==> src/rtl/core/tsg_pkg.sv <==
// ----------------------------------------------------------------------------
// tsg_pkg
// Shared widths, types and helpers for the tetrahedron gradient block.
// ----------------------------------------------------------------------------
package tsg_pkg;

    localparam int CW        = 32;             // coordinate and gradient width
    localparam int FRAC_BITS = 16;             // fraction bits of the Q format
    localparam int NCRD      = 12;             // coordinates per element
    localparam int IN_W      = NCRD * CW;
    localparam int JW        = CW + 1;         // jacobian entry
    localparam int PW        = 2 * JW;         // cofactor product
    localparam int AW        = PW + 1;         // adjugate entry
    localparam int LOW       = 34;             // low slice of adjugate for det products
    localparam int HIW       = AW - LOW;
    localparam int PLW       = JW + LOW + 1;
    localparam int PHW       = JW + HIW;
    localparam int TW        = PHW + LOW + 1;  // one det term
    localparam int DW        = TW + 2;         // determinant
    localparam int DMW       = DW;             // divisor magnitude
    localparam int NMW       = AW + 2 * FRAC_BITS; // dividend magnitude and quotient
    localparam int QSW       = NMW + 1;        // signed quotient
    localparam int SW        = NMW + 3;        // sum of three quotients
    localparam int SATW      = NMW + 4;
    localparam int AXW       = 2;
    localparam logic [AXW-1:0] LAST_ROW = AXW'(2);
    localparam logic [CW-1:0]  SAT_MAX  = {1'b0, {(CW-1){1'b1}}};
    localparam logic [CW-1:0]  SAT_MIN  = {1'b1, {(CW-1){1'b0}}};

    typedef struct packed {
        logic [2:0][2:0][AW-1:0] adj;
        logic [DW-1:0]           det;
    } t_elem;

    typedef struct packed {
        logic [AXW-1:0] axis;
        logic           last;
        logic           degen;
        logic [2:0]     neg;
    } t_tag;

    function automatic logic [CW-1:0] sat32(input logic [SATW-1:0] v);
        logic [CW-1:0] res;
        if (v[SATW-1]) begin
            res = (&v[SATW-1:CW-1]) ? v[CW-1:0] : SAT_MIN;
        end else begin
            res = (~|v[SATW-1:CW-1]) ? v[CW-1:0] : SAT_MAX;
        end
        return res;
    endfunction

endpackage

==> src/rtl/core/tsg_post.sv <==
// ----------------------------------------------------------------------------
// tsg_post
// Quotient signs, fourth gradient, saturation and the output register.
// ----------------------------------------------------------------------------
module tsg_post import tsg_pkg::*; (
    input  logic           i_clk,
    input  logic           i_rst_n,
    input  logic           i_en,
    input  logic           i_valid,
    input  logic [NMW-1:0] i_quo [3],
    input  t_tag           i_tag,
    output logic           o_valid,
    output logic [CW-1:0]  o_grad [4],
    output t_tag           o_tag
);

    logic [3:1]           r_v;
    logic signed [QSW-1:0] r_q [3];
    t_tag                 r_tag1;
    logic signed [SW-1:0] r_sum;
    logic [CW-1:0]        r_g2 [3];
    t_tag                 r_tag2;
    logic [CW-1:0]        r_g3 [4];
    t_tag                 r_tag3;

    always_ff @(posedge i_clk) begin
        if (!i_rst_n) begin
            r_v <= '0;
        end else if (i_en) begin
            r_v <= {r_v[2:1], i_valid};
        end
    end

    always_ff @(posedge i_clk) begin
        if (i_en) begin
            r_tag1 <= i_tag;
            for (int k = 0; k < 3; k++) begin
                r_q[k] <= i_tag.neg[k] ? -$signed({1'b0, i_quo[k]})
                                       : $signed({1'b0, i_quo[k]});
            end
            r_tag2 <= r_tag1;
            r_sum  <= SW'(r_q[0]) + SW'(r_q[1]) + SW'(r_q[2]);
            for (int k = 0; k < 3; k++) begin
                r_g2[k] <= r_tag1.degen ? '0 : sat32(SATW'(r_q[k]));
            end
            r_tag3 <= r_tag2;
            for (int k = 0; k < 3; k++) r_g3[k] <= r_g2[k];
            r_g3[3] <= r_tag2.degen ? '0 : sat32(-SATW'(r_sum));
        end
    end

    assign o_valid = r_v[3];
    assign o_tag   = r_tag3;
    always_comb begin
        for (int k = 0; k < 4; k++) o_grad[k] = r_g3[k];
    end

endmodule

==> config.mk <==
export PLATFORM = sky130hd
export DESIGN_NAME = tsg_post
export DESIGN_NICKNAME = d
export VERILOG_FILES = /design/src/rtl/core/tsg_pkg.sv /design/src/rtl/core/tsg_post.sv
export SDC_FILE = /design/constraint.sdc
export NUM_CORES = 1
export LEC_CHECK = 0
export ABC_CLOCK_PERIOD_IN_PS = 6500
export BUFFER_PORTS_ARGS = -buffer_cell sky130_fd_sc_hd__buf_2
export CAP_MARGIN = 20
export CORE_AREA = 4 4 349 351
export DETAILED_ROUTE_END_ITERATION = 10
export DIE_AREA = 0 0 353 355
export GPL_TIMING_DRIVEN = 1
export PLACE_DENSITY = 0.5
export SLEW_MARGIN = 10
export SYNTH_ARGS = -nofsm -noshare
export SYNTH_HDL_FRONTEND = slang
export SYNTH_SLANG_ARGS = --single-unit
==> constraint.sdc <==
create_clock -name i_clk -period 6.5 [get_ports i_clk]
set_clock_uncertainty 0.2 [all_clocks]
set_input_delay 1.3 -clock i_clk [delete_from_list [all_inputs] [get_ports i_clk]]
set_output_delay 1.3 -clock i_clk [all_outputs]
set_load 0.01 [all_outputs]
==> results.md, run 1 <==
- The flow ran to the end, and the final reports show no timing, DRC or antenna violations.
- The total cell area at the placement stage is 43000 µm².
- The layout overhead on the synthesized area is 17.1%.
- The relative max-transition margin is 30.5%.
- The mean instance size in the synthesized netlist is 11.1 µm².
- The number of hold-repair buffers added at the cts stage is 0.
- The count of endpoints failing setup in the final report is 0.
- Walking the worst path, the cells encountered are fa_1, ha_1, nand4_1, nor4_1, nand4_1, or4_1, o32ai_1, nor2_1, a2111oi_0, o211ai_1, o31ai_1, a311oi_1.
- Counting along the longest clock path gives a buffer depth of 3.
- For this run, the register share of the synthesized area comes to 50.1%.
- For the final routed database, the setup TNS stands at 0 ns.
- The number of enable-type register cells in the synthesized netlist is 647.
- Using the TritonRoute via totals, the vias-per-cell ratio works out to 5.52.
- The element type at the critical path end is a register.
- The maximum vdd drop is 0.201 mV.
- The cell chosen for the clock root is clkbuf_16.
- Summing every instance area after synthesis gives 38900 µm².
- Entering global routing, the biggest net connects 148 pins.
- The placed wire-length estimate is 115 mm.
- In this run the post-CTS setup repair buffer count came out at 0.
- Power spread over the standard cell area amounts to 350 nW/µm².
- In the routed design, unresolved DRC markers number 0.
- Counting stages on the worst path, the most repeated cell is nand4_1.
- The final net count is 4435.
- The placeable core region is 119000 µm².
- After clock tree synthesis, the clock-pin slew on the worst setup and hold paths is 0.06 ns.
- After floorplanning, the core was divided into 127 placement rows.
- The final count of hold timing violations came to 0.
- In the final routed layout, each cell accounts on average for 25.6 µm.
- The final period utilization is 89.0%.
- The dominant synthesized flop cell is edfxtp_1.
- The synthesized netlist net count is 4003.
- On the critical path, the stage with the largest delay is an instance of a2111oi_0.
- The first TritonRoute pass finished after 6 iterations.
- In this run, distinct cell masters in the synthesized netlist total 78.
- The die width is 353 µm.
- The count of mapped cells out of synthesis is 3490.
- The number of instances resized during post-cts repair is 0.
- The via count of the first global-routing pass is 29800.
- The biggest cell delay along the critical path is 0.74 ns.
- The setup check on the worst reg-to-reg path leaves a slack of 0.71 ns.
- Setup repair after global routing left no endpoint under its margin.
- The placer congestion estimate is 0.953.
- The area of all placed cells without fillers is 45600 µm².
- The leakage power of the design is 15.9 nW.
- The count of final max-slew check failures is 0.
- In this run the worst hold path is classified as reg -> reg.
- Synthesis inferred 650 register bits.
- TritonCTS created 75 clock buffers.
- The overall routed net length is 142 mm.
- After synthesis, the share of flip-flops with an asynchronous set or reset is 0%.
- The final period demand of the worst path is 5.79 ns.
- Along the worst path, the maximum fanout reaches 6.
- The clock tree synthesis step divided the H-tree into 3 levels.
- The wire length of the first global-routing pass is 206 mm.
- From bottom edge to top edge, the die measures 355 µm.
- Pin placement for this block handled 444 I/O pins.
- The share of cells above drive strength 1 is 16.5%.
- The buffers plus inverters on the worst setup path is 0.
- The CTS tree is yes.
- The count of synthesis-stage warnings from yosys is 0.
- For this configuration, the core starts out at a cell density of 32.7%.
- The data required time of the critical path is 6.65 ns.
- The number of vias after detailed routing is 30700.
- STA puts the critical path data arrival time at 5.94 ns.
- The floorplan die area is 125000 µm².
- The kind of launch point of the worst setup path is a register.
- The quantity of I/O buffers inserted on ports is 443.
- Broken down by cell family, the worst path's largest delay share belongs to compound AO/OA/AOI/OAI gates.
- The initial antenna violation count is 37.
- For the pin with the worst max-slew slack, the measured transition is 1.04 ns.
- For the worst-skew pair, the clock arrives at the later sink with an insertion delay of 0.65 ns.
- Clock tree synthesis found a total of 650 sinks.
- In the global route stage, overall resource usage came out at 22.0%.
- The number of fill cells is 11700.
- The setup path with the least slack is of type reg -> reg.
- The first-iteration detailed-routing DRC count is 3119.
- The detail route stage leaves a number of antenna-violating nets equal to 0.
- Static timing analysis puts the maximum clock frequency at 0.173 GHz.
- After global routing the overflow that remains totals 0.
- The tool flagged a number of max-cap violations equal to 0.
-- synth_stat cells, drive strengths merged, types with 9 or more instances --
cell	count	area (µm²)
and2	11	68.8
a211oi	9	67.6
nand2	255	957
o21bai	25	188
nand2b	24	150
o41ai	47	427
o21ai	179	896
nand3b	13	97.6
o31ai	99	748
nand3	56	293
nand4	138	863
nor2b	22	138
or2	30	190
a21o	75	563
or3	73	462
ha	104	1300
edfxtp	647	19400
xnor2	370	3240
and3	10	62.6
clkbuf	124	465
a31oi	16	100
o21a	12	90.1
xor2	103	902
o211ai	10	75.1
nor2	282	1060
or4	82	644
a21oi	168	841
fa	101	2020
nor4	131	826
nor3	102	522
inv	59	221
-- report_power, final --
part           internal, mW  total (mW)  switching, mW
clock                  2.51        4.31           1.80
combinational          2.00        5.06           3.06
sequential             5.61        6.56          0.954
total                  10.1        15.9           5.81
-- stage by stage --
stage,power [mW],hold slack [ns],util [%],cells,setup slack [ns]
finish,15.9,0.211,38.3,5551,0.713
floorplan,9.55,0.200,-,3490,0.703
CTS,16.0,0.216,38.2,5529,0.710
detailed placement,11.6,0.205,36.1,5392,0.272
global route,16.8,0.220,38.3,5540,0.136
global placement,11.6,0.200,36.1,5391,0.305
-- kinds of logic (layout without fill, tap and decap cells) --
family                     Yosys count  after routing  share of synthesized area [%]
xor gates and xnor gates           473            473                           10.6
and+or+nand+nor                   1263           1263                           17.1
other                                0             21                              0
DFF                                650            650                           50.1
buffers and inverters              192            684                           1.86
muxes                                8              8                          0.215
AOI/OAI and AO/OA                  699            699                           11.6
adders and majority gates          205            205                           8.54
-- layout by cell type (no fill, tap or decap), drive strengths merged, types with 6 or more instances in the layout --
cell type / instances
a211oi: 9
a31oi: 16
ha: 104
clkinv: 27
fa: 101
nand3b: 13
nand4b: 8
and4: 7
nor2: 282
nor2b: 22
nor3b: 8
o31ai: 99
a221oi: 6
xnor2: 370
nand2b: 24
clkbuf: 95
o41ai: 47
nor3: 102
nand4: 138
xor2: 103
a21o: 75
nand2: 255
o211ai: 10
diode: 21
and2: 11
edfxtp: 647
nand3: 56
nor4: 131
a21oi: 168
or4: 82
inv: 65
o21bai: 25
buf: 487
o21a: 12
o21ai: 179
and3: 10
bufinv: 9
or2: 30
or3: 73
-- flip-flops by register name, indices dropped and copies added (netlist names) --
signal and count:
r_q 300, r_g3 128, r_sum 102, r_g2 96
o_tag 7, r_tag1 7, r_tag2 7, r_v 3
-- worst paths after layout --
kind	from	end	depth (start not counted)
worst max-delay path	r_q[0][152]$_DFFE_PP_	r_sum[97]$_DFFE_PP_	12
worst min-delay path	r_g2[0][66]$_SDFFCE_PP0P_	r_g3[2][2]$_DFFE_PP_	0
worst max register to register	r_q[0][152]$_DFFE_PP_	r_sum[97]$_DFFE_PP_	12
worst min register to register	r_g2[0][66]$_SDFFCE_PP0P_	r_g3[2][2]$_DFFE_PP_	0
-- area by class of cell --
cell class	instances	area, µm²	area share [%]
Antenna cell	21	52.6	0.115
Multi-Input combinational cell	2648	18700	41.1
Inverter	60	225	0.494
Tap cell	1548	1940	4.25
Timing Repair Buffer	487	2650	5.81
Sequential cell	650	19500	42.8
Clock buffer	95	1950	4.28
Clock inverter	42	529	1.16
-- layer usage --
metal  routed length, µm  track usage, %
met2               63400            34.1
met5                  89               0
met4                3410            6.07
met1               64200            31.2
met3               10800            4.87
Note: power is estimated with default switching activity, not from simulation.
==> inputs of run 2 (changes only) <==
- REMOVE_ABC_BUFFERS: default -> 1
==> run 2 against run 1 <==
Worst hold slack improved by 0.0016 ns. Critical path depth stayed put. Global-route usage is 1.1 points lower. First-iteration DRC count decreased by 11%. Combinational power decreased by 1%. Final area increased by 0.29%. Largest power group unchanged.
==> results.md, run 2 (same netlist as run 1, synthesis figures left out) <==
- The run finished with clean final reports.
- The number of hold-repair buffers added at the cts stage is 0 (unchanged).
- The clock-pin slew reported for the worst setup and hold paths after clock tree synthesis came to 0.06 ns (about the same).
- The number of vias after detailed routing is 30400 (-0.93%).
- In this run the clock root is driven by a clkbuf_16.
- The initial antenna violation count was 18 (-51%).
- The overall power of the completed layout is 15.9 mW (-0.47%).
- The placer congestion estimate was 0.946 (-0.81%).
- The share of cells above drive strength 1 was 16.9% (+0.40 points).
- The overall routed net length is 135 mm (-4.7%).
- The final cell count without fillers is 5552 (+0.018%).
- The antenna violation net count after detailed routing came to 0 (unchanged).
- The final core utilization is 38.4% (+0.11 points).
- The die width is 353 µm (unchanged).
- The area of all placed cells without fillers is 45700 µm² (+0.29%).
- The effective utilization at floorplan is 32.7% (unchanged).
- The CTS tree is yes.
- The final period utilization is 89.2% (+0.14 points).
- The power density relative to cell area is 347 nW/µm² (-0.76%).
- The total setup buffers inserted after CTS came to 0 (unchanged).
- The wire length of the first global-routing pass came to 198 mm (-4.2%).
- The largest registers in the layout are r_q (300), r_g3 (128), r_sum (102).
- The achievable frequency came to 0.173 GHz (-0.15%).
- The total cell area at the placement stage is 43100 µm² (+0.24%).
- The register name with the most flops is r_q.
- The overall overflow remaining after global route is 0 (unchanged).
- The number of max-cap violations is 0 (unchanged).
- The number of clock sinks seen by CTS is 650 (unchanged).
- The top fanout value on the critical path is 26 (+20).
- The arrival time of the worst setup path is 5.96 ns (+0.02 ns).
- The final routed wire length divided by cell count is 24.4 µm (-4.7%).
- The largest net degree at the start of global routing was 130 (-12%).
- The type of the tightest min-delay check is reg -> reg.
- The floorplan die area was 125000 µm² (unchanged).
- Leaving out fill and tap cells, the most frequent cell in the layout is edfxtp_1.
- The final net count was 4447 (+0.27%).
- The placed wire-length estimate was 110 mm (-4.6%).
- The cell count after placement came to 5402 (+0.19%).
- The worst-margin pin slew is 1.08 ns (+0.0357 ns).
- The final period demand of the worst path is 5.80 ns (+0.00895 ns).
- The final-layout setup total negative slack came to 0 ns (unchanged).
- The total CTS buffers is 77 (+2.7%).
- The final count of hold timing violations is 0 (unchanged).
- The maximum vdd drop is 0.182 mV (-9.1%).
- The global-route usage over all layers is 21.0% (-1.1 points).
- The relative max-transition margin came to 27.4% (-3.0 points).
- The clock latency at the later pin of the worst-skew pair is 0.67 ns (+0.02 ns).
- The worst setup path is of the reg -> reg kind.
- The count of TritonRoute iterations in the first routing pass is 7 (+1).
- The flip-flop count of the largest register, all copies and words added is 300 (unchanged).
- STA classifies the critical path endpoint as a register.
- The detailed-route vias per instance is 5.47 (-0.95%).
- The layout overhead on the synthesized area is 17.5%.
- Setup repair after global routing left no endpoint under its margin.
- The first-iteration detailed-routing DRC count is 2761 (-11%).
- The count of final max-slew check failures was 0 (unchanged).
- The level count of the clock H-tree is 3 (unchanged).
- The count of unresolved DRC violations after routing is 0 (unchanged).
- The data required time of the critical path came to 6.66 ns (about the same).
- The total I/O pin count is 444 (unchanged).
- The number of instances resized during post-cts repair is 0 (unchanged).
- The placeable core region is 119000 µm² (unchanged).
- The number of buffers on the longest clock path is 3 (unchanged).
- The top cell types in the final layout, fill and taps aside, are edfxtp_1, buf_2, xnor2_1.
- The quantity of I/O buffers inserted on ports was 443 (unchanged).
- The leakage power of the design is 15.9 nW (+0.52%).
- The count of endpoints failing setup in the final report was 0 (unchanged).
- The via count of the first global-routing pass is 29700 (-0.18%).
- The worst setup path is launched from a register.
- The die height was 355 µm (unchanged).
- The cell row count is 127 (unchanged).
-- run 2: cell types whose count changed in the layout (fill, tap and decap cells not counted), moves of 3 or more --
cell	previous run	this run
buf_4	41	50
clkbuf_1	20	8
clkinv_1	15	22
clkinv_2	7	12
clkinvlp_4	1	4
diode_2	21	9
inv_6	5	2
-- run 2: through the flow --
stage | hold slack, ns | setup WS, ns
after global placement | 0.201 | 0.233
final | 0.213 | 0.704
after floorplan | 0.200 | 0.506
after global routing | 0.207 | 0.313
after CTS | 0.205 | 0.711
after detailed placement | 0.205 | 0.210
-- run 2: layout make-up --
cell class                      instances  area (µm²)
Antenna cell                            9        22.5
Clock buffer                           85        1960
Clock inverter                         55         591
Fill cell                           11600       73300
Inverter                               60         225
Multi-Input combinational cell       2648       18700
Sequential cell                       650       19500
Tap cell                             1548        1940
Timing Repair Buffer                  497        2740
-- run 2: metal layers --
layer  track usage, %  part of all wire [%]
met5                0                 0.099
met4             6.93                   3.3
met3             4.13                   6.9
met2             33.7                    46
met1             28.5                    43
-- run 2: power breakdown --
part	internal [mW]	switching, mW	total, mW	leakage [nW]
logic	2.00	3.01	5.01	8.27
registers	5.61	0.929	6.54	6.45
clock network	2.49	1.82	4.31	1.23
-- run 2: worst max-delay path, cell delays in order (launching register included) --
cell	delay [ns]
edfxtp_1	0.42
nor4_1	0.67
nand4b_1	0.22
buf_4	0.25
or4_1	0.81
nor4_1	0.33
xnor2_1	0.12
or4_1	0.53
or4_1	0.51
nor4_1	0.39
a31oi_1	0.35
clkinv_1	0.55
a21oi_1	0.15
-- run 2: path summary, 6_finish.rpt --
path                                   from                       end  slack (ns)  cells after the start
setup / recovery         r_sum[4]$_DFFE_PP_  r_g3[3][5]$_SDFFCE_PP0P_        0.70                     12
setup reg to reg         r_sum[4]$_DFFE_PP_  r_g3[3][5]$_SDFFCE_PP0P_        0.70                     12
hold / removal    r_g2[0][19]$_SDFFCE_PP0P_     r_g3[0][19]$_DFFE_PP_        0.21                      0
hold reg to reg   r_g2[0][19]$_SDFFCE_PP0P_     r_g3[0][19]$_DFFE_PP_        0.21                      0
