--- src/rtl/core/tsg_pkg.sv ---
// ----------------------------------------------------------------------------
// tsg_pkg
// Shared widths, types and helpers for the tetrahedron gradient block.
// ----------------------------------------------------------------------------
package tsg_pkg;

    localparam int CW        = 32;             // coordinate and gradient width
    localparam int FRAC_BITS = 16;             // fraction bits of the Q format
    localparam int NCRD      = 12;             // coordinates per element
    localparam int IN_W      = NCRD * CW;
    localparam int JW        = CW + 1;         // jacobian entry
    localparam int PW        = 2 * JW;         // cofactor product
    localparam int AW        = PW + 1;         // adjugate entry
    localparam int LOW       = 34;             // low slice of adjugate for det products
    localparam int HIW       = AW - LOW;
    localparam int PLW       = JW + LOW + 1;
    localparam int PHW       = JW + HIW;
    localparam int TW        = PHW + LOW + 1;  // one det term
    localparam int DW        = TW + 2;         // determinant
    localparam int DMW       = DW;             // divisor magnitude
    localparam int NMW       = AW + 2 * FRAC_BITS; // dividend magnitude and quotient
    localparam int QSW       = NMW + 1;        // signed quotient
    localparam int SW        = NMW + 3;        // sum of three quotients
    localparam int SATW      = NMW + 4;
    localparam int AXW       = 2;
    localparam logic [AXW-1:0] LAST_ROW = AXW'(2);
    localparam logic [CW-1:0]  SAT_MAX  = {1'b0, {(CW-1){1'b1}}};
    localparam logic [CW-1:0]  SAT_MIN  = {1'b1, {(CW-1){1'b0}}};

    typedef struct packed {
        logic [2:0][2:0][AW-1:0] adj;
        logic [DW-1:0]           det;
    } t_elem;

    typedef struct packed {
        logic [AXW-1:0] axis;
        logic           last;
        logic           degen;
        logic [2:0]     neg;
    } t_tag;

    function automatic logic [CW-1:0] sat32(input logic [SATW-1:0] v);
        logic [CW-1:0] res;
        if (v[SATW-1]) begin
            res = (&v[SATW-1:CW-1]) ? v[CW-1:0] : SAT_MIN;
        end else begin
            res = (~|v[SATW-1:CW-1]) ? v[CW-1:0] : SAT_MAX;
        end
        return res;
    endfunction

endpackage

--- src/rtl/core/tsg_rowseq.sv ---
// ----------------------------------------------------------------------------
// tsg_rowseq
// Holds one element and issues its three gradient rows, one per cycle while i_en is high.
// ----------------------------------------------------------------------------
module tsg_rowseq import tsg_pkg::*; (
    input  logic           i_clk,
    input  logic           i_rst_n,
    input  logic           i_valid,
    output logic           o_ready,
    input  t_elem          i_elem,
    input  logic           i_en,
    output logic           o_valid,
    output logic [NMW-1:0] o_num [3],
    output logic [DMW-1:0] o_den,
    output t_tag           o_tag
);

    logic                 r_busy;
    logic [AXW-1:0]       r_row;
    logic signed [AW-1:0] r_adj [3][3];
    logic [DMW-1:0]       r_dmag;
    logic                 r_dneg;
    logic                 r_degen;
    logic signed [DW-1:0] det_s;
    logic signed [AW-1:0] cur;
    logic [AW-1:0]        amag;

    assign o_ready = !r_busy || (i_en && r_row == LAST_ROW);
    assign o_valid = r_busy;
    assign det_s   = $signed(i_elem.det);

    always_ff @(posedge i_clk) begin
        if (!i_rst_n) begin
            r_busy <= 1'b0;
            r_row  <= '0;
        end else if (o_ready) begin
            r_busy <= i_valid;
            r_row  <= '0;
        end else if (i_en) begin
            r_row <= r_row + AXW'(1);
        end
    end

    always_ff @(posedge i_clk) begin
        if (o_ready && i_valid) begin
            for (int j = 0; j < 3; j++) begin
                for (int k = 0; k < 3; k++) begin
                    r_adj[j][k] <= $signed(i_elem.adj[j][k]);
                end
            end
            r_dmag  <= det_s[DW-1] ? DMW'(-det_s) : DMW'(det_s);
            r_dneg  <= det_s[DW-1];
            r_degen <= (det_s == '0);
        end
    end

    always_comb begin
        o_tag.axis  = r_row;
        o_tag.last  = (r_row == LAST_ROW);
        o_tag.degen = r_degen;
        o_den       = r_dmag;
        for (int k = 0; k < 3; k++) begin
            cur          = r_adj[r_row][k];
            amag         = cur[AW-1] ? AW'(-cur) : AW'(cur);
            o_num[k]     = NMW'(amag) << (2 * FRAC_BITS);
            o_tag.neg[k] = cur[AW-1] ^ r_dneg;
        end
    end

endmodule

--- config.mk ---
export PLATFORM = sky130hd
export DESIGN_NAME = tsg_rowseq
export DESIGN_NICKNAME = d
export VERILOG_FILES = /design/src/rtl/core/tsg_pkg.sv /design/src/rtl/core/tsg_rowseq.sv
export SDC_FILE = /design/constraint.sdc
export NUM_CORES = 1
export LEC_CHECK = 0
export BUFFER_PORTS_ARGS = -buffer_cell sky130_fd_sc_hd__buf_2
export CAP_MARGIN = 20
export CORE_AREA = 2 2 431 433
export CTS_CLUSTER_SIZE = 12
export DETAILED_ROUTE_END_ITERATION = 8
export DIE_AREA = 0 0 433 435
export PLACE_DENSITY = 0.41
export SLEW_MARGIN = 20
export SYNTH_ARGS = -nofsm -noshare
export SYNTH_HDL_FRONTEND = slang
export SYNTH_SLANG_ARGS = --single-unit
--- constraint.sdc ---
create_clock -name i_clk -period 47.6 [get_ports i_clk]
set_clock_uncertainty 0.1 [all_clocks]
set_input_delay 4.76 -clock i_clk [delete_from_list [all_inputs] [get_ports i_clk]]
set_output_delay 4.76 -clock i_clk [all_outputs]
set_load 0.005 [all_outputs]
==> run_results.csv, run 1 <==
group,metric,value,unit
power,power_switching_share,26.3,%
layout,fill_cells,19600,
cts,cts_root_buffer,"clkbuf_16",
power,p_per_area,36.9,nW/um^2
die,die-height,435,um
sta,relSlewSlack,27.4,%
cts,numCtsBuffers,89,
sta,worst_pin_slew,1.09,ns
cts,insertion_delay,0.70,ns
power,p_switching,434,uW
power,p_int,1.21,mW
synthesis,ys.flop_type,"edfxtp_1",
cts,htree_num_levels,3,
global_routing,gr-usage-all-layers,14.4,%
sta,final-hold-violation-count,0,
worst_setup_path,cp_max_fo,48,
die,top_level_ports,1119,
run_status,status,"finished, final reports clean",
layout,nNetsFinal,4180,
global_routing,grt_overflow_total,0,
cts,cts_resized,0,
global_routing,first_global_vias,24400,
cts,clock_sinks,713,
die,coreArea,184000,sq um
die,chipWidth,433,um
cts,post_cts_buffers,0,
sta,rsz0062_at_grt,"false",
cts,cts_tree,"yes",
synthesis,synth_edf_count,708,
routing,vias_per_cell,4.01,
cts,cts_buffer_depth,3,
routing,drcViolationCount,0,
synthesis,avgSynthCellArea,14.2,sq um
die,initial_core_util,18.6,%
job,drv_cap,0,
cts,clk_pin_slew,0.06,ns
place,port_buffers,1022,
routing,drt_wl_total,141,mm
routing,vias,24300,
worst_setup_path,cp-start-kind,"flip-flop",
cts,cts_hold_buf,0,
layout,fin_util,24.3,%
worst_setup_path,worstPathArrival,6.29,ns
min_path,hold_class,"reg -> reg",
synthesis,synth_area,34200,sq um
layout,area_growth,30.9,%
global_routing,grt_pass1_wl,191,mm
global_routing,grt_max_degree,175,
routing,drtIter0Drc,1488,
synthesis,synth_seq_area_share,62.5,%
routing,drt-pass1-iter-count,6,
place,dp_hpwl,111,mm
sta,fmax,0.0897,GHz
routing,detail-route-antenna-nets,0,
power,ir_drop,0.0243,mV
layout,drive_above_1_share,38.9,%
sta,setup_ws,36.45,ns
global_routing,antenna_found_initial,94,
layout,final_common_cell,"buf_2",
power,cellLeakagePower,15.9,nW
power,p_clk_share,40.4,%
synthesis,synth_cell_types,70,
power,combPwrFrac,14.1,%
sta,slew_violations,0,
place,pre_cts_ws,37.05,ns
sta,fin_tns_setup,0,ns
worst_setup_path,crit_type,"reg -> out",
sta,fin_crit_sh,23.4,%
place,gp_congestion,0.871,
synthesis,synthCells,2409,
sta,finalSetupViolations,0,
synthesis,ys_ff_latch,713,
worst_setup_path,end_kind,"primary output",
layout,layout_common_cells,"buf_2, edfxtp_1, xnor2_1, mux2i_1, nand2_1",
die,rows,158,
synthesis,yosys_warnings,0,
die,dieArea,188000,sq um
routing,wire_per_inst,23.3,um
worst_setup_path,crit_required,42.74,ns
power,power_frac_seq,45.4,%
sta,fin_crit,11.15,ns
synthesis,synthArstFlopShare,0,%
==> worst paths after layout <==
path | startpoint | to | slack (ns) | cells after the start
worst min register to register | r_row[1] | flip-flop | 0.44 | 2
worst max-delay path | flip-flop | o_num[196] | 36.45 | 9
worst min-delay path | r_row[1] | flip-flop | 0.44 | 2
worst max register to register | r_row[0] | r_adj[2][36] | 43.62 | 6
==> flip-flops by register name (all words and copies together), names as in the netlist, named ones only <==
register	count
r_adj	603
o_den	103
r_row	2
r_dneg	1
r_degen	1
o_valid	1
==> layer usage <==
metal  routed length, um  global-route usage [%]  vias to the layer above
met4                5240                    5.61                       52
met1               53200                    16.0                    11800
li1                    -                       -                    11100
met3               10900                    4.66                      284
met5                 310                       0                        -
met2               71300                    25.2                      958
==> cell type report <==
type                    instances  area (sq um)  area share, %
repair buffers               1062          5480           12.3
inverters                      20          75.1          0.168
diodes                         36          90.1          0.201
flip-flops and latches        713         21400           47.8
multi-input cells            1579         11800           26.4
clock buffers                 113          2390           5.35
well taps                    2480          3100           6.94
clock inverters                50           420          0.940
==> per-stage QoR <==
step	instances	total power [mW]	cell area, sq um	hold slack, ns
2_1_floorplan	2504	0.917	34500	0.412
3_3_place_gp	5854	0.999	41800	0.432
3_5_place_dp	5854	0.999	41800	0.428
4_1_cts	6017	1.68	44600	0.437
5_1_grt	6048	1.72	44700	0.464
6_report	6053	1.65	44700	0.444
==> worst max-delay path, stage by stage (launching register included) <==
cell	delay (ns)
dfxtp_4	0.82
buf_4	0.68
buf_4	0.78
mux2i_1	0.51
nand4_2	0.22
nor4_4	0.71
nand3_2	0.70
o41ai_2	0.63
xor2_1	0.19
buf_2	0.16
==> synth_stat cells, types with 6 or more instances <==
library cell | instances | area share [%]
nor4_1 | 19 | 0.35
mux2_4 | 11 | 0.48
nand3_1 | 46 | 0.67
a31oi_1 | 22 | 0.40
o21ai_0 | 132 | 1.9
a41oi_1 | 8 | 0.21
nand2b_1 | 11 | 0.20
o31ai_1 | 58 | 1.3
xor2_1 | 94 | 2.4
mux2i_2 | 7 | 0.28
buf_6 | 24 | 0.79
o21ai_1 | 8 | 0.12
edfxtp_1 | 708 | 62
nor4_4 | 6 | 0.37
or4_1 | 22 | 0.48
mux2_1 | 31 | 1.0
buf_4 | 111 | 2.4
nand4_2 | 6 | 0.22
a21oi_1 | 35 | 0.51
or3_1 | 24 | 0.44
or2_2 | 6 | 0.11
nand4_1 | 27 | 0.49
mux2_2 | 97 | 3.2
o41ai_1 | 17 | 0.44
buf_2 | 27 | 0.40
nor3_1 | 24 | 0.35
clkbuf_1 | 27 | 0.30
inv_1 | 20 | 0.22
o31ai_2 | 6 | 0.22
nor2_1 | 76 | 0.83
xnor2_1 | 202 | 5.2
and2_1 | 11 | 0.20
nand2_1 | 181 | 2.0
o41ai_2 | 19 | 0.90
o21a_1 | 16 | 0.35
mux2i_1 | 191 | 5.6
==> power groups by stage <==
stage	Combinational, mW	Sequential [mW]	Clock, mW
2_1_floorplan	0.117	0.800	0
3_3_place_gp	0.236	0.762	0
3_5_place_dp	0.237	0.762	0
4_1_cts	0.238	0.750	0.693
5_1_grt	0.253	0.753	0.714
6_report	0.233	0.749	0.666
==> cell families (layout without fill, tap and decap cells) <==
group	count (synthesis)	after routing	share of synthesized area, %
compound gates	330	330	6.57
simple gates	512	512	8.18
other cells	1	132	0.0110
xor+xnor	296	296	7.59
buf+inv	212	1245	4.17
mux	340	340	10.8
fa+ha+maj	5	5	0.183
flops	713	713	62.5
Note: power is estimated with default switching activity, not from simulation.
==> run 2: changes to the inputs <==
--- a/config.mk
+++ b/config.mk
@@ -5,13 +5,14 @@
 export SDC_FILE = /design/constraint.sdc
 export NUM_CORES = 1
 export LEC_CHECK = 0
+export ABC_AREA = 1
 export BUFFER_PORTS_ARGS = -buffer_cell sky130_fd_sc_hd__buf_2
 export CAP_MARGIN = 20
-export CORE_AREA = 2 2 431 433
+export CORE_AREA = 2 2 442 444
 export CTS_CLUSTER_SIZE = 12
 export DETAILED_ROUTE_END_ITERATION = 8
-export DIE_AREA = 0 0 433 435
-export PLACE_DENSITY = 0.41
+export DIE_AREA = 0 0 444 446
+export PLACE_DENSITY = 0.43
 export SLEW_MARGIN = 20
 export SYNTH_ARGS = -nofsm -noshare
 export SYNTH_HDL_FRONTEND = slang
==> constraint.sdc (replaced) <==
create_clock -name i_clk -period 10.1 [get_ports i_clk]
set_clock_uncertainty 0.1 [all_clocks]
set_input_delay 1.01 -clock i_clk [delete_from_list [all_inputs] [get_ports i_clk]]
set_output_delay 1.01 -clock i_clk [all_outputs]
set_load 0.005 [all_outputs]
==> run 2 against run 1 <==
  * Global-route usage grew 3.8 points
  * First-iteration DRC count grew 49%
  * Critical path type unchanged
  * Worst setup slack lost 32 ns
  * Clock power grew to 5.0 times the previous value
  * Worst hold slack lost 0.12 ns
==> run_results.csv, run 2 <==
group,metric,value,unit
sta,slew_violations,0,
routing,drcViolationCount,0,
global_routing,grt_max_degree,164,
routing,drt_wl_total,188,mm
die,coreArea,194000,sq um
layout,area_growth,28.0,%
routing,detail-route-antenna-nets,0,
cts,htree_num_levels,3,
synthesis,ys.flop_type,"edfxtp_1",
cts,cts_resized,0,
synthesis,synthCells,4162,
cts,cts_buffer_depth,3,
min_path,hold_class,"in -> reg",
synthesis,ys_ff_latch,713,
sta,worst_pin_slew,1.19,ns
die,initial_core_util,19.6,%
place,postPlaceCellArea,45600,sq um
die,top_level_ports,1119,
sta,relSlewSlack,20.0,%
worst_setup_path,crit_type,"reg -> out",
global_routing,gr-usage-all-layers,18.2,%
cts,clk_pin_slew,0.06,ns
synthesis,synth_cell_types,48,
cts,cts_hold_buf,0,
cts,post_cts_buffers,0,
global_routing,first_global_vias,32400,
power,p_per_area,170,nW/um^2
sta,fin_crit_sh,60.0,%
cts,insertion_delay,0.74,ns
layout,final_common_cell,"nand2_1",
global_routing,grt_overflow_total,0,
layout,fill_cells,21100,
sta,fin_crit,6.06,ns
worst_setup_path,cp_max_fo,87,
routing,vias_per_cell,4.23,
synthesis,synth_area_leaders,"edfxtp_1, nand2_1, nand3_1",
die,chipWidth,444,um
sta,final-hold-violation-count,0,
die,die-height,446,um
worst_setup_path,crit_required,8.99,ns
synthesis,avgSynthCellArea,9.14,sq um
sta,rsz0062_at_grt,"false",
sta,fmax,0.165,GHz
synthesis,synth_area,38000,sq um
synthesis,synthTopCellsByCount,"nand2_1, edfxtp_1, nor2_1",
routing,drt-pass1-iter-count,5,
routing,wire_per_inst,24.0,um
layout,nNetsFinal,5899,
worst_setup_path,end_kind,"primary output",
place,gp_congestion,0.931,
synthesis,synthArstFlopShare,0,%
power,total_power,8.28,mW
sta,fin_tns_setup,0,ns
synthesis,synth_seq_area_share,56.2,%
layout,fin_area,48700,sq um
cts,cts_root_buffer,"clkbuf_16",
place,dp_hpwl,152,mm
cts,numCtsBuffers,89,
job,drv_cap,0,
cts,cts_tree,"yes",
routing,drtIter0Drc,2210,
worst_setup_path,cp-start-kind,"flip-flop",
place,port_buffers,1022,
layout,layout_common_cells,"nand2_1, buf_2, edfxtp_1, nor2_1, nand3_1",
power,cellLeakagePower,20.3,nW
synthesis,yosys_warnings,0,
worst_setup_path,worstPathArrival,4.95,ns
cts,clock_sinks,713,
synthesis,synth_top_area_share,55.9,%
sta,finalSetupViolations,0,
die,rows,162,
layout,largest_register_ffs,603,
routing,vias,33200,
global_routing,grt_pass1_wl,252,mm
power,ir_drop,0.138,mV
layout,final_cells,7834,
layout,top_register,"r_adj",
synthesis,yosysTopAreaCell,"edfxtp_1",
synthesis,yosys.cell_count.top_type,"nand2_1",
synthesis,synth_edf_count,708,
die,dieArea,198000,sq um
layout,drive_above_1_share,28.3,%
place,dpl.cell_count,7635,
global_routing,antenna_found_initial,108,
run_status,status,"finished, final reports clean",
==> run 2: cell types whose count changed after synthesis, moves of 101 or more <==
cell	before	now
nor2_1	76	436
mux2i_1	191	0
inv_1	20	282
nand2_1	181	1301
nand3_1	46	369
or2_2	6	107
xnor2_1	202	50
==> run 2: report_power, final <==
part	total (mW)	switching, mW	internal, mW
clock network	3.36	1.45	1.91
logic	1.38	0.954	0.428
registers	3.53	0.0542	3.48
==> run 2: kinds of logic after synthesis <==
family	Yosys count	synth area share [%]
AOI/OAI and AO/OA	206	3.08
xor gates and xnor gates	215	4.95
other	1	0.00986
buffers and inverters	514	6.79
adders and majority gates	5	0.165
DFF	713	56.2
and+or+nand+nor	2508	28.8
==> run 2: path summary, 6_finish.rpt <==
path	startpoint	endpoint	slack (ns)	cells past startpoint
max	flip-flop	o_num[78]	4.04	14
min	i_elem[613]	r_adj[2][108]	0.33	1
max reg2reg	r_row[0]	r_adj[2][74]	6.47	9
min reg2reg	r_row[0]	r_row[0]	0.42	2
==> run 2: area by class of cell <==
| cell class | instances | area, sq um | area share, % |
|---|---|---|---|
| diodes | 31 | 77.6 | 0.159 |
| multi-input cells | 3030 | 14500 | 29.8 |
| repair buffers | 1057 | 5440 | 11.2 |
| clock buffers | 105 | 2290 | 4.70 |
| well taps | 2542 | 3180 | 6.53 |
| clock inverters | 63 | 726 | 1.49 |
| flip-flops and latches | 713 | 21400 | 43.9 |
| inverters | 293 | 1110 | 2.29 |
==> run 2: worst max-delay path, cell delays in order (launching register included) <==
cell and delay (ns):
dfxtp_4 0.80, inv_8 0.37, buf_4 0.45, buf_4 0.41, nand2_1 0.14, nand3_1 0.07
nand2_1 0.36, nand2_1 0.13, nor2_1 0.23, nand2_1 0.14, nor2_1 0.18, nand3_1 0.09
nand2_1 0.08, xor2_1 0.37, buf_2 0.22
==> run 2: metal layers <==
layer | global-route usage [%] | part of all wire [%] | wire length [um] | vias up
li1 | - | - | - | 15700
met4 | 7.49 | 4.2 | 7830 | 48
met5 | 0 | 0.16 | 294 | -
met1 | 19.7 | 37 | 69200 | 15700
met2 | 34.1 | 53 | 99500 | 1381
met3 | 3.84 | 5.9 | 11100 | 392
==> run 2: through the flow <==
step                      setup WS [ns]  hold WS [ns]  utilization, %
after floorplan                   -2.02         0.384               -
after global placement             4.73         0.400            23.5
after detailed placement           4.78         0.409            23.6
after CTS                          3.92         0.247            25.1
after global routing               3.64         0.279            25.1
final                              4.04         0.328            25.1
